File: config.mk
export PLATFORM = sky130hd
export DESIGN_NAME = pedal_mode_controller
export DESIGN_NICKNAME = d
export VERILOG_FILES = /design/src/pmc_pkg.sv /design/src/pmc_cfg.sv /design/src/pmc_core.sv /design/src/pedal_mode_controller.sv
export VERILOG_INCLUDE_DIRS = /design/src /design/src/src
export SDC_FILE = /design/constraint.sdc
export NUM_CORES = 1
export LEC_CHECK = 0
export ABC_CLOCK_PERIOD_IN_PS = 5570
export BUFFER_PORTS_ARGS = -buffer_cell sky130_fd_sc_hd__clkbuf_2
export CORE_MARGIN = 2
export CORE_UTILIZATION = 36
export CTS_BUF_LIST = sky130_fd_sc_hd__clkbuf_8
export DETAILED_ROUTE_END_ITERATION = 7
export PLACE_DENSITY_LB_ADDON = 0.3
export SLEW_MARGIN = 10
export SYNTH_ARGS = -nofsm -noshare
export SYNTH_HDL_FRONTEND = slang
export SYNTH_SLANG_ARGS = --single-unit
File: constraint.sdc
create_clock -name clk -period 5.57 [get_ports clk]
set_input_delay 0.2785 -clock clk [delete_from_list [all_inputs] [get_ports clk]]
set_output_delay 0.2785 -clock clk [all_outputs]
set_load 0.005 [all_outputs]
File: src/pedal_mode_controller_assert.svh
// Assertion macros shared by the pedal mode controller RTL.
// Each macro expects signals named clk and arst_n in the module that uses it.
`ifndef PEDAL_MODE_CONTROLLER_ASSERT_SVH
`define PEDAL_MODE_CONTROLLER_ASSERT_SVH
`ifndef NO_ASSERTIONS
// Consequent must hold in the same cycle as the antecedent.
`define PMC_ASSERT_SAME(label, ante, cons) \
	label: assert property (@(posedge clk) disable iff (!arst_n) (ante) |-> (cons)) else $error("%m: check failed");
// Consequent must hold in the cycle after the antecedent.
`define PMC_ASSERT_NEXT(label, ante, cons) \
	label: assert property (@(posedge clk) disable iff (!arst_n) (ante) |=> (cons)) else $error("%m: check failed");
`else
`define PMC_ASSERT_SAME(label, ante, cons)
`define PMC_ASSERT_NEXT(label, ante, cons)
`endif
`endif

File: src/pmc_pkg.sv
// Package of the pedal mode controller: mode and command codes, item structs,
// configuration defaults. No dependencies.
package pmc_pkg;

	typedef enum logic [2:0] {
		MODE_INITIAL  = 3'd0,
		MODE_MANUAL   = 3'd1,
		MODE_GYRO     = 3'd2,
		MODE_SWEEP    = 3'd3,
		MODE_BIND     = 3'd4,
		MODE_CAL      = 3'd5,
		MODE_CALBIND  = 3'd6
	} mode_t;

	typedef enum logic [1:0] {
		FP_NONE  = 2'd0,
		FP_LEFT  = 2'd1,
		FP_RIGHT = 2'd2
	} first_pedal_t;

	// Lamp and LED drive codes.
	localparam logic [1:0] CMD_NONE = 2'd0;
	localparam logic [1:0] CMD_HIGH = 2'd1;
	localparam logic [1:0] CMD_LOW  = 2'd2;

	// Radio binding codes.
	localparam logic [1:0] BIND_NONE  = 2'd0;
	localparam logic [1:0] BIND_ENTER = 2'd1;
	localparam logic [1:0] BIND_EXIT  = 2'd2;

	// Angle adjust message codes.
	localparam logic [1:0] ADJ_NONE  = 2'd0;
	localparam logic [1:0] ADJ_ENTER = 2'd1;
	localparam logic [1:0] ADJ_EXIT  = 2'd2;

	// Configuration register indexes and reset values.
	localparam logic REG_SYNC_WINDOW = 1'b0;
	localparam logic REG_SCAN_BLOCK  = 1'b1;
	localparam logic [15:0] SYNC_WINDOW_RESET = 16'd400;
	localparam logic [15:0] SCAN_BLOCK_RESET  = 16'd800;

	localparam int IN_BYTES_W  = 40;
	localparam int OUT_BYTES_W = 24;

	typedef struct packed {
		logic [15:0] sync_window_ms;
		logic [15:0] scan_block_ms;
	} cfg_t;

	typedef struct packed {
		logic [31:0] now_ms;
		logic        buttons_changed;
		logic        long_double_press;
		logic        left_pedal;
		logic        right_pedal;
		logic        calibrate_button;
		logic        bind_button;
		logic        gyro_button;
	} in_item_t;

	typedef struct packed {
		mode_t       mode;
		logic        adjust_sel;
		logic        synchronized;
		logic [1:0]  lamp_cmd;
		logic [1:0]  led_cmd;
		logic [1:0]  bind_cmd;
		logic        servo_stop;
		logic        move_to_entry;
		logic        zero_axis;
		logic        capture_point;
		logic        beep;
		logic [1:0]  adjust_msg;
	} out_item_t;

endpackage

File: src/pmc_cfg.sv
// Configuration register file of the pedal mode controller (APB-style port).
// Depends on pmc_pkg.
module pmc_cfg (
	input  logic         clk,
	input  logic         arst_n,
	input  logic         psel,
	input  logic         penable,
	input  logic         pwrite,
	input  logic [2:0]   paddr,
	input  logic [31:0]  pwdata,
	output logic [31:0]  prdata,
	output logic         pready,
	output pmc_pkg::cfg_t cfg
);
	import pmc_pkg::*;

	logic [15:0] sync_window_q;
	logic [15:0] scan_block_q;
	logic        wr_en;

	assign pready = 1'b1;
	assign wr_en  = psel && penable && pwrite && pready;

	// Register writes; the word address is decoded from bit 2.
	always_ff @(posedge clk or negedge arst_n) begin
		if (!arst_n) begin
			sync_window_q <= SYNC_WINDOW_RESET;
			scan_block_q  <= SCAN_BLOCK_RESET;
		end else if (wr_en) begin
			unique case (paddr[2])
				REG_SYNC_WINDOW: sync_window_q <= pwdata[15:0];
				REG_SCAN_BLOCK:  scan_block_q  <= pwdata[15:0];
				default:         sync_window_q <= sync_window_q;
			endcase
		end
	end

	// Read data follows the address.
	always_comb begin
		unique case (paddr[2])
			REG_SYNC_WINDOW: prdata = {16'd0, sync_window_q};
			REG_SCAN_BLOCK:  prdata = {16'd0, scan_block_q};
			default:         prdata = '0;
		endcase
	end

	assign cfg.sync_window_ms = sync_window_q;
	assign cfg.scan_block_ms  = scan_block_q;

endmodule

File: src/pmc_core.sv
// Mode state registers and the per-sample transition function.
// Depends on pmc_pkg and pedal_mode_controller_assert.svh.
`include "pedal_mode_controller_assert.svh"
module pmc_core (
	input  logic               clk,
	input  logic               arst_n,
	input  logic               adv,
	input  pmc_pkg::in_item_t  item,
	input  pmc_pkg::cfg_t      cfg,
	output pmc_pkg::out_item_t res
);
	import pmc_pkg::*;

	mode_t        mode_q, mode_c, mode_n;
	logic         adj_q, adj_n;
	logic         sync_q, sync_n;
	first_pedal_t fp_q, fp_n;
	logic [31:0]  fpt_q, fpt_n;
	logic         chk_q, chk_n;
	logic         blk_q, blk_n;
	logic [31:0]  bst_q, bst_n;
	logic [31:0]  gap;
	logic [31:0]  held;
	logic [1:0]   lamp, led, bcmd, amsg;
	logic         stop, move, zero, cap, beep;
	logic         lp, rp, cal, bnd, gyr;

	assign lp  = item.left_pedal;
	assign rp  = item.right_pedal;
	assign cal = item.calibrate_button;
	assign bnd = item.bind_button;
	assign gyr = item.gyro_button;

	// Next state and commands for the sample in the input register.
	always_comb begin
		mode_c = mode_q;
		mode_n = mode_q;
		adj_n  = adj_q;
		sync_n = sync_q;
		fp_n   = fp_q;
		fpt_n  = fpt_q;
		chk_n  = chk_q;
		blk_n  = blk_q;
		bst_n  = bst_q;
		gap    = '0;
		held   = '0;
		lamp   = CMD_NONE;
		led    = CMD_NONE;
		bcmd   = BIND_NONE;
		amsg   = ADJ_NONE;
		stop   = 1'b0;
		move   = 1'b0;
		zero   = 1'b0;
		cap    = 1'b0;
		beep   = 1'b0;

		// A long double press in scan selects angle adjust.
		if (item.long_double_press && mode_q == MODE_SWEEP) begin
			led   = CMD_HIGH;
			adj_n = 1'b1;
			amsg  = ADJ_ENTER;
		end

		if (item.buttons_changed) begin
			// Track the first pedal down and time the second one.
			if (!chk_q) begin
				if (lp && fp_q == FP_NONE) begin
					fpt_n = item.now_ms;
					fp_n  = FP_LEFT;
				end else if (rp && fp_q == FP_NONE) begin
					fpt_n = item.now_ms;
					fp_n  = FP_RIGHT;
				end
				gap = item.now_ms - fpt_n;
				if ((fp_n == FP_LEFT && rp) || (fp_n == FP_RIGHT && lp)) begin
					sync_n = (gap < {16'd0, cfg.sync_window_ms});
					chk_n  = 1'b1;
				end
			end
			if (!lp && !rp) begin
				fp_n  = FP_NONE;
				fpt_n = '0;
				chk_n = 1'b0;
			end

			// Priority transition chain.
			priority if (cal && bnd) begin
				if (mode_q != MODE_CALBIND) begin
					mode_c = MODE_CALBIND;
					bcmd   = BIND_ENTER;
					lamp   = CMD_LOW;
				end
			end else if (bnd) begin
				if (mode_q != MODE_BIND) begin
					mode_c = MODE_BIND;
					bcmd   = BIND_ENTER;
					lamp   = CMD_LOW;
				end
			end else if (cal) begin
				if (mode_q != MODE_CAL) begin
					mode_c = MODE_CAL;
					lamp   = CMD_LOW;
				end
			end else if ((mode_q == MODE_MANUAL || mode_q == MODE_INITIAL) && gyr) begin
				mode_c = MODE_GYRO;
				lamp   = CMD_HIGH;
				cap    = 1'b1;
			end else if (mode_q == MODE_GYRO && !gyr) begin
				stop   = 1'b1;
				mode_c = MODE_MANUAL;
				lamp   = CMD_LOW;
			end else if (gyr && (mode_q == MODE_CAL || mode_q == MODE_BIND ||
					mode_q == MODE_CALBIND)) begin
				if (mode_q == MODE_BIND || mode_q == MODE_CALBIND) begin
					bcmd = BIND_EXIT;
				end
				mode_c = MODE_GYRO;
				lamp   = CMD_HIGH;
			end else if (mode_q == MODE_INITIAL && (lp || rp)) begin
				mode_c = MODE_MANUAL;
				stop   = 1'b1;
			end else if ((mode_q == MODE_BIND || mode_q == MODE_CAL ||
					mode_q == MODE_CALBIND) && !bnd && !cal && !gyr && !lp && !rp) begin
				if (mode_q == MODE_BIND || mode_q == MODE_CALBIND) begin
					bcmd = BIND_EXIT;
				end
				mode_c = MODE_INITIAL;
			end else begin
				mode_c = mode_q;
			end

			// Scan entry on both pedals, then scan exit once unblocked.
			mode_n = mode_c;
			if ((mode_c == MODE_INITIAL || mode_c == MODE_MANUAL || mode_c == MODE_GYRO) &&
					lp && rp && !blk_q) begin
				mode_n = MODE_SWEEP;
				stop   = 1'b1;
				move   = sync_n;
				blk_n  = 1'b1;
				bst_n  = item.now_ms;
				led    = CMD_LOW;
				beep   = 1'b1;
				zero   = 1'b1;
			end
			if (mode_n == MODE_SWEEP && !blk_n && (lp || rp)) begin
				led    = CMD_LOW;
				adj_n  = 1'b0;
				mode_n = MODE_MANUAL;
				amsg   = ADJ_EXIT;
				stop   = 1'b1;
			end
		end

		// Release the scan block once its time has run out.
		held = item.now_ms - bst_n;
		if (blk_n && held > {16'd0, cfg.scan_block_ms}) begin
			blk_n = 1'b0;
		end
	end

	// State update when the sample moves to the result register.
	always_ff @(posedge clk or negedge arst_n) begin
		if (!arst_n) begin
			mode_q <= MODE_INITIAL;
			adj_q  <= 1'b0;
			sync_q <= 1'b0;
			fp_q   <= FP_NONE;
			fpt_q  <= '0;
			chk_q  <= 1'b0;
			blk_q  <= 1'b0;
			bst_q  <= '0;
		end else if (adv) begin
			mode_q <= mode_n;
			adj_q  <= adj_n;
			sync_q <= sync_n;
			fp_q   <= fp_n;
			fpt_q  <= fpt_n;
			chk_q  <= chk_n;
			blk_q  <= blk_n;
			bst_q  <= bst_n;
		end
	end

	assign res.mode          = mode_n;
	assign res.adjust_sel    = adj_n;
	assign res.synchronized  = sync_n;
	assign res.lamp_cmd      = lamp;
	assign res.led_cmd       = led;
	assign res.bind_cmd      = bcmd;
	assign res.servo_stop    = stop;
	assign res.move_to_entry = move;
	assign res.zero_axis     = zero;
	assign res.capture_point = cap;
	assign res.beep          = beep;
	assign res.adjust_msg    = amsg;

	// A checked pair always has a first pedal on record.
	`PMC_ASSERT_SAME(a_chk_has_first, chk_q, fp_q != FP_NONE)
	// With no first pedal the stored press time is cleared.
	`PMC_ASSERT_SAME(a_no_first_time_zero, fp_q == FP_NONE, fpt_q == '0)
	// Moving to the entry point only happens on scan entry.
	`PMC_ASSERT_SAME(a_move_on_entry, adv && res.move_to_entry,
		res.mode == MODE_SWEEP && res.servo_stop && res.zero_axis)

endmodule

File: src/pedal_mode_controller.sv
// Pedal mode controller: input and result register pipeline around the mode state machine.
// Channels: s_tdata samples in, m_tdata results out, APB-style register port.
// Every accepted sample yields exactly one result transaction.
// From the accepting edge the sample sits in the input register while the
// transition function runs, and the result register captures its result once
// the result register is free.
// Throughput is one sample per clock while the receiver does not stall; the
// pmc_core state updates on every advance, so each sample sees all earlier ones.
// When the receiver stalls, the result register holds its transaction and the
// input register keeps at most one more sample; s_tready falls only when both
// are full.
// Reset (arst_n low) clears the mode to initial, all pedal tracking and scan
// block state, and returns sync_window_ms to 400 and scan_block_ms to 800.
// Registers: sync_window_ms at byte address 0, scan_block_ms at byte address 4.
// Registers are to be written only while no sample is in flight.
// Depends on pmc_pkg, pmc_cfg, pmc_core and pedal_mode_controller_assert.svh.
`include "pedal_mode_controller_assert.svh"
module pedal_mode_controller (
	input  logic        clk,
	input  logic        arst_n,
	input  logic        s_tvalid,
	output logic        s_tready,
	// s_tdata from bit 0: now_ms[31:0], buttons_changed, long_double_press,
	// left_pedal, right_pedal, calibrate_button, bind_button, gyro_button, zero pad.
	input  logic [pmc_pkg::IN_BYTES_W-1:0]  s_tdata,
	output logic        m_tvalid,
	input  logic        m_tready,
	// m_tdata from bit 0: mode[2:0], adjust_sel, synchronized, lamp_cmd[1:0],
	// led_cmd[1:0], bind_cmd[1:0], servo_stop, move_to_entry, zero_axis,
	// capture_point, beep, adjust_msg[1:0], zero pad.
	output logic [pmc_pkg::OUT_BYTES_W-1:0] m_tdata,
	input  logic        psel,
	input  logic        penable,
	input  logic        pwrite,
	input  logic [2:0]  paddr,
	input  logic [31:0] pwdata,
	output logic [31:0] prdata,
	output logic        pready
);
	import pmc_pkg::*;

	cfg_t      cfg;
	in_item_t  in_item;
	in_item_t  item_s1;
	logic      valid_s1;
	out_item_t res;
	out_item_t res_s2;
	logic      valid_s2;
	logic      s2_free;
	logic      adv;
	logic      take;

	pmc_cfg u_cfg (
		.clk     (clk),
		.arst_n  (arst_n),
		.psel    (psel),
		.penable (penable),
		.pwrite  (pwrite),
		.paddr   (paddr),
		.pwdata  (pwdata),
		.prdata  (prdata),
		.pready  (pready),
		.cfg     (cfg)
	);

	// Unpack the input transaction.
	assign in_item.now_ms            = s_tdata[31:0];
	assign in_item.buttons_changed   = s_tdata[32];
	assign in_item.long_double_press = s_tdata[33];
	assign in_item.left_pedal        = s_tdata[34];
	assign in_item.right_pedal       = s_tdata[35];
	assign in_item.calibrate_button  = s_tdata[36];
	assign in_item.bind_button       = s_tdata[37];
	assign in_item.gyro_button       = s_tdata[38];

	// Handshake between the two pipeline registers.
	assign s2_free  = !valid_s2 || m_tready;
	assign adv      = valid_s1 && s2_free;
	assign s_tready = !valid_s1 || s2_free;
	assign take     = s_tvalid && s_tready;

	// Input register.
	always_ff @(posedge clk or negedge arst_n) begin
		if (!arst_n) begin
			valid_s1 <= 1'b0;
		end else if (take) begin
			valid_s1 <= 1'b1;
		end else if (adv) begin
			valid_s1 <= 1'b0;
		end
	end

	always_ff @(posedge clk) begin
		if (take) begin
			item_s1 <= in_item;
		end
	end

	pmc_core u_core (
		.clk    (clk),
		.arst_n (arst_n),
		.adv    (adv),
		.item   (item_s1),
		.cfg    (cfg),
		.res    (res)
	);

	// Result register.
	always_ff @(posedge clk or negedge arst_n) begin
		if (!arst_n) begin
			valid_s2 <= 1'b0;
		end else if (adv) begin
			valid_s2 <= 1'b1;
		end else if (m_tready) begin
			valid_s2 <= 1'b0;
		end
	end

	always_ff @(posedge clk) begin
		if (adv) begin
			res_s2 <= res;
		end
	end

	// Pack the result transaction.
	assign m_tvalid = valid_s2;
	assign m_tdata  = {6'd0, res_s2.adjust_msg, res_s2.beep, res_s2.capture_point,
		res_s2.zero_axis, res_s2.move_to_entry, res_s2.servo_stop, res_s2.bind_cmd,
		res_s2.led_cmd, res_s2.lamp_cmd, res_s2.synchronized, res_s2.adjust_sel,
		res_s2.mode};

	// A waiting sample is never dropped.
	`PMC_ASSERT_NEXT(a_s1_kept, valid_s1 && !adv, valid_s1)
	// Every processed sample shows up as a result transaction.
	`PMC_ASSERT_NEXT(a_result_out, adv, valid_s2)
	// A stalled result transaction stays valid and unchanged.
	`PMC_ASSERT_NEXT(a_result_held, m_tvalid && !m_tready, m_tvalid && $stable(m_tdata))

endmodule
==> summary.txt <==
Global routing
  • First-pass GRT wire length: around 47,000 um
  • GRT Residual Overflow: 0
  • Largest net degree at the start of global routing: 61
  • Initial antenna violation count: 0
  • GRT Total Usage: approximately 18%
  • Vias in the first global route: 9,217

Logic synthesis
  • Synth top area cells: dfrtp_1 (22%), edfxtp_1 (15%), ha_1 (9.8%)
  • FF+latch count, synth: roughly 160
  • Synth Warn #: 0
  • Register area share after synthesis: a little under two fifths
  • Avg Cell Area, Syn: just over 9 um^2
  • Share of Yosys cell area claimed by the top area cell type: 21.9%
  • Synth async-reset ratio: between 60% and 70%
  • Post-synth EDFFs: between 50 and 60
  • Syn Inst Count: 1,243
  • Synth top cells by count: nand2_1 (136), o21ai_0 (136), dfrtp_1 (101)
  • Cell Area, Synth: roughly 12,000 um^2
  • Synth area leader: dfrtp_1
  • Main synth FF type: dfrtp_1
  • Post-synthesis cell type count: 74

Setup path
  • Crit path largest cell delay: 500 ps
  • Type of origin of the critical path: flop
  • Worst Path Required: 5970 ps
  • Critical path class: flop to flop
  • Slowest cell on crit path: edfxtp_1
  • Arrival @ worst endpoint: roughly 6000 ps
  • Most common cell on crit path: o21ai_1
  • CP endpoint kind: flop
  • Crit path max fanout: 5

Final layout
  • Utilization after layout: a little over two fifths
  • Number of fill cells: just over 3k
  • Post-layout nets: 1,590
  • Share of layout cells above drive strength 1: a little over a fifth
  • Area Growth Syn to Fin: 20.1%
  • Cell Count, Final, Fillers Out: around 1.8k
  • Cell area after layout: between 10,000 and 15,000 um^2
  • # diodes: 0

Die
  • I/O pin total: around 140
  • Starting density of the core: roughly 36%
  • Core area: about 32,000 um^2
  • Row Count: 65
  • Die W: around 180 um
  • Die Area: roughly 33,000 um^2
  • Die height: roughly 180 um

Place
  • PortBufs: 98
  • Detailed Place HPWL: 22,000 um
  • Placed Cells: around 1.7k
  • Post-DP Area: approximately 13,000 um^2
  • GPL Wtd Cong: about 0.88

Timing
  • RSZ-0062 raised after global routing: true
  • Final max-slew violation count: 0
  • Least-Margin Pin Slew: ~990 ps
  • Hold Vio Cnt, Final: 0
  • Crit share post-route: between 90% and 100%
  • Max Clk Rate: about 0.18 GHz
  • Count of final setup violators: 0
  • Clk_skew: about 19 ps
  • Relative slew margins: between 30% and 40%
  • Tmin final: roughly 5500 ps

Hold path
  • Hold Crit Class: input port to flop

Pwr
  • P per Cell Area: about 450 nW/um^2
  • Static Leak: roughly 6 nW
  • Maximum vdd drop: 0.185 mV

Clock tree
  • Clock buffer depth: 2
  • Cts bufs inserted: 17
  • CTS Sinks: ~160
  • Htree depth: 4
  • Clock root buffer: clkbuf_8
  • Clock Latency Late Sink: about 500 ps
  • Clock-pin transition on the worst setup and hold timing paths: around 100 ps
  • CTS tree: done

Detailed routing
  • Vias: 9,633
  • TritonRoute pass-1 iters: 5
  • Per-cell routed wire length: roughly 16 um
  • Initial drt markers: around 600
  • Via density: between 5 and 6
  • Final wirelength: between 20,000 and 30,000 um
  • Post-route DRC: 0
  • Final ANT Viol Nets: 0

Outcome
  • Status: finished, final reports clean

Run
  • Maxcap violations: 0
==> cell usage in the layout, fill, tap and decap left out, types with 52 or more instances in the layout <==
cell and n:
o21ai_0 123, mux2i_1 52, edfxtp_1 56, nor2_1 66, dfrtp_1 101, clkbuf_2 97
buf_4 54, nand2_1 135, inv_1 63, ha_1 86, a21oi_1 76
==> final timing paths <==
check                                        startpoint                            endpoint  slack [ps]  depth (start not counted)
hold reg to reg            u_core.bst_q[16]$_DFFE_PN0P_        u_core.bst_q[16]$_DFFE_PN0P_         480                          2
max in group asynchronous                        arst_n        u_core.bst_q[27]$_DFFE_PN0P_        3940                          3
min in group asynchronous                        arst_n  u_cfg.sync_window_q[9]$_DFFE_PN0P_         410                          2
setup reg to reg                   item_s1[4]$_DFFE_PP_            u_core.blk_q$_DFFE_PN0P_         110                         30
hold / removal                               pwdata[11]  u_cfg.scan_block_q[11]$_DFFE_PN0P_          30                          2
setup / recovery                   item_s1[4]$_DFFE_PP_            u_core.blk_q$_DFFE_PN0P_         110                         30
==> layout make-up <==
class | instances | area [um^2] | share of cell area [%]
repair buffers | 203 | 1430 | 10.4
inverters | 63 | 241 | 1.75
well taps | 402 | 503 | 3.64
flip-flops and latches | 163 | 4370 | 31.6
multi-input cells | 968 | 6920 | 50.0
clock buffers | 18 | 248 | 1.79
clock inverters | 14 | 116 | 0.842
==> cells by family (layout without fill, tap and decap cells) <==
logic type | Yosys count | in the layout | share of synthesized area [%]
fa+ha+maj | 97 | 97 | 10.6
compound gates | 348 | 348 | 18.9
mux | 100 | 100 | 9.15
simple gates | 356 | 356 | 14.7
other cells | 2 | 23 | 0.0652
xor+xnor | 44 | 44 | 3.35
buf+inv | 133 | 298 | 5.29
flops | 163 | 163 | 37.9
==> worst max-delay path: cells and delay by family, from the launching register on <==
family                     cells  cell delay [ps]
AOI/OAI and AO/OA             18             2820
and+or+nand+nor                5              640
adders and majority gates      2              550
DFF                            1              500
muxes                          1              180
xor gates and xnor gates       1              200
buffers and inverters          3              450
==> routing by layer <==
metal  global-route usage [%]  routed length, um  up-vias  share of wire, %
met3                     2.94                914       31               3.1
met5                        0                  0        -                 0
li1                         -                  -     4803                 -
met2                     30.2              14200      186                48
met1                     23.9              14200     4613                48
met4                     4.77                424        0               1.4
==> report_power, final <==
part	internal (mW)	leakage, nW	total, mW	switching, mW
Sequential	1.53	1.91	1.71	0.183
Clock	0.360	0.176	0.838	0.477
Combinational	1.63	3.95	3.68	2.05
==> metrics by stage <==
stage	power [mW]	setup TNS, ps	setup slack [ps]	hold WS, ps
2_1_floorplan	4.27	0	5.87	-17.1
3_3_place_gp	5.11	0	23.1	430
3_5_place_dp	5.18	-45.4	-45.4	433
4_1_cts	6.07	0	1.07	0.550
5_1_grt	6.79	-291	-263	6.37
6_report	6.23	0	115	32.5
==> registers in the layout, summed over array words and instances, names as in the netlist <==
name                 count
u_core.adj_q             1
valid_s1                 1
u_core.chk_q             1
m_tdata                 17
u_core.fpt_q            32
u_core.sync_q            1
u_cfg.sync_window_q     16
u_core.bst_q            32
m_tvalid                 1
u_cfg.scan_block_q      16
u_core.mode_q            3
u_core.fp_q              2
item_s1                 39
u_core.blk_q             1
==> what timing repair did <==
action	CTS	global route
endpoints found under the hold margin	97	0
setup buffers	0	14
setup endpoints to repair	1	4
gates cloned	0	0
resized for setup	3	75
pin swaps	1	28
hold buffers	44	0
Power figures use the tool's default switching activity.
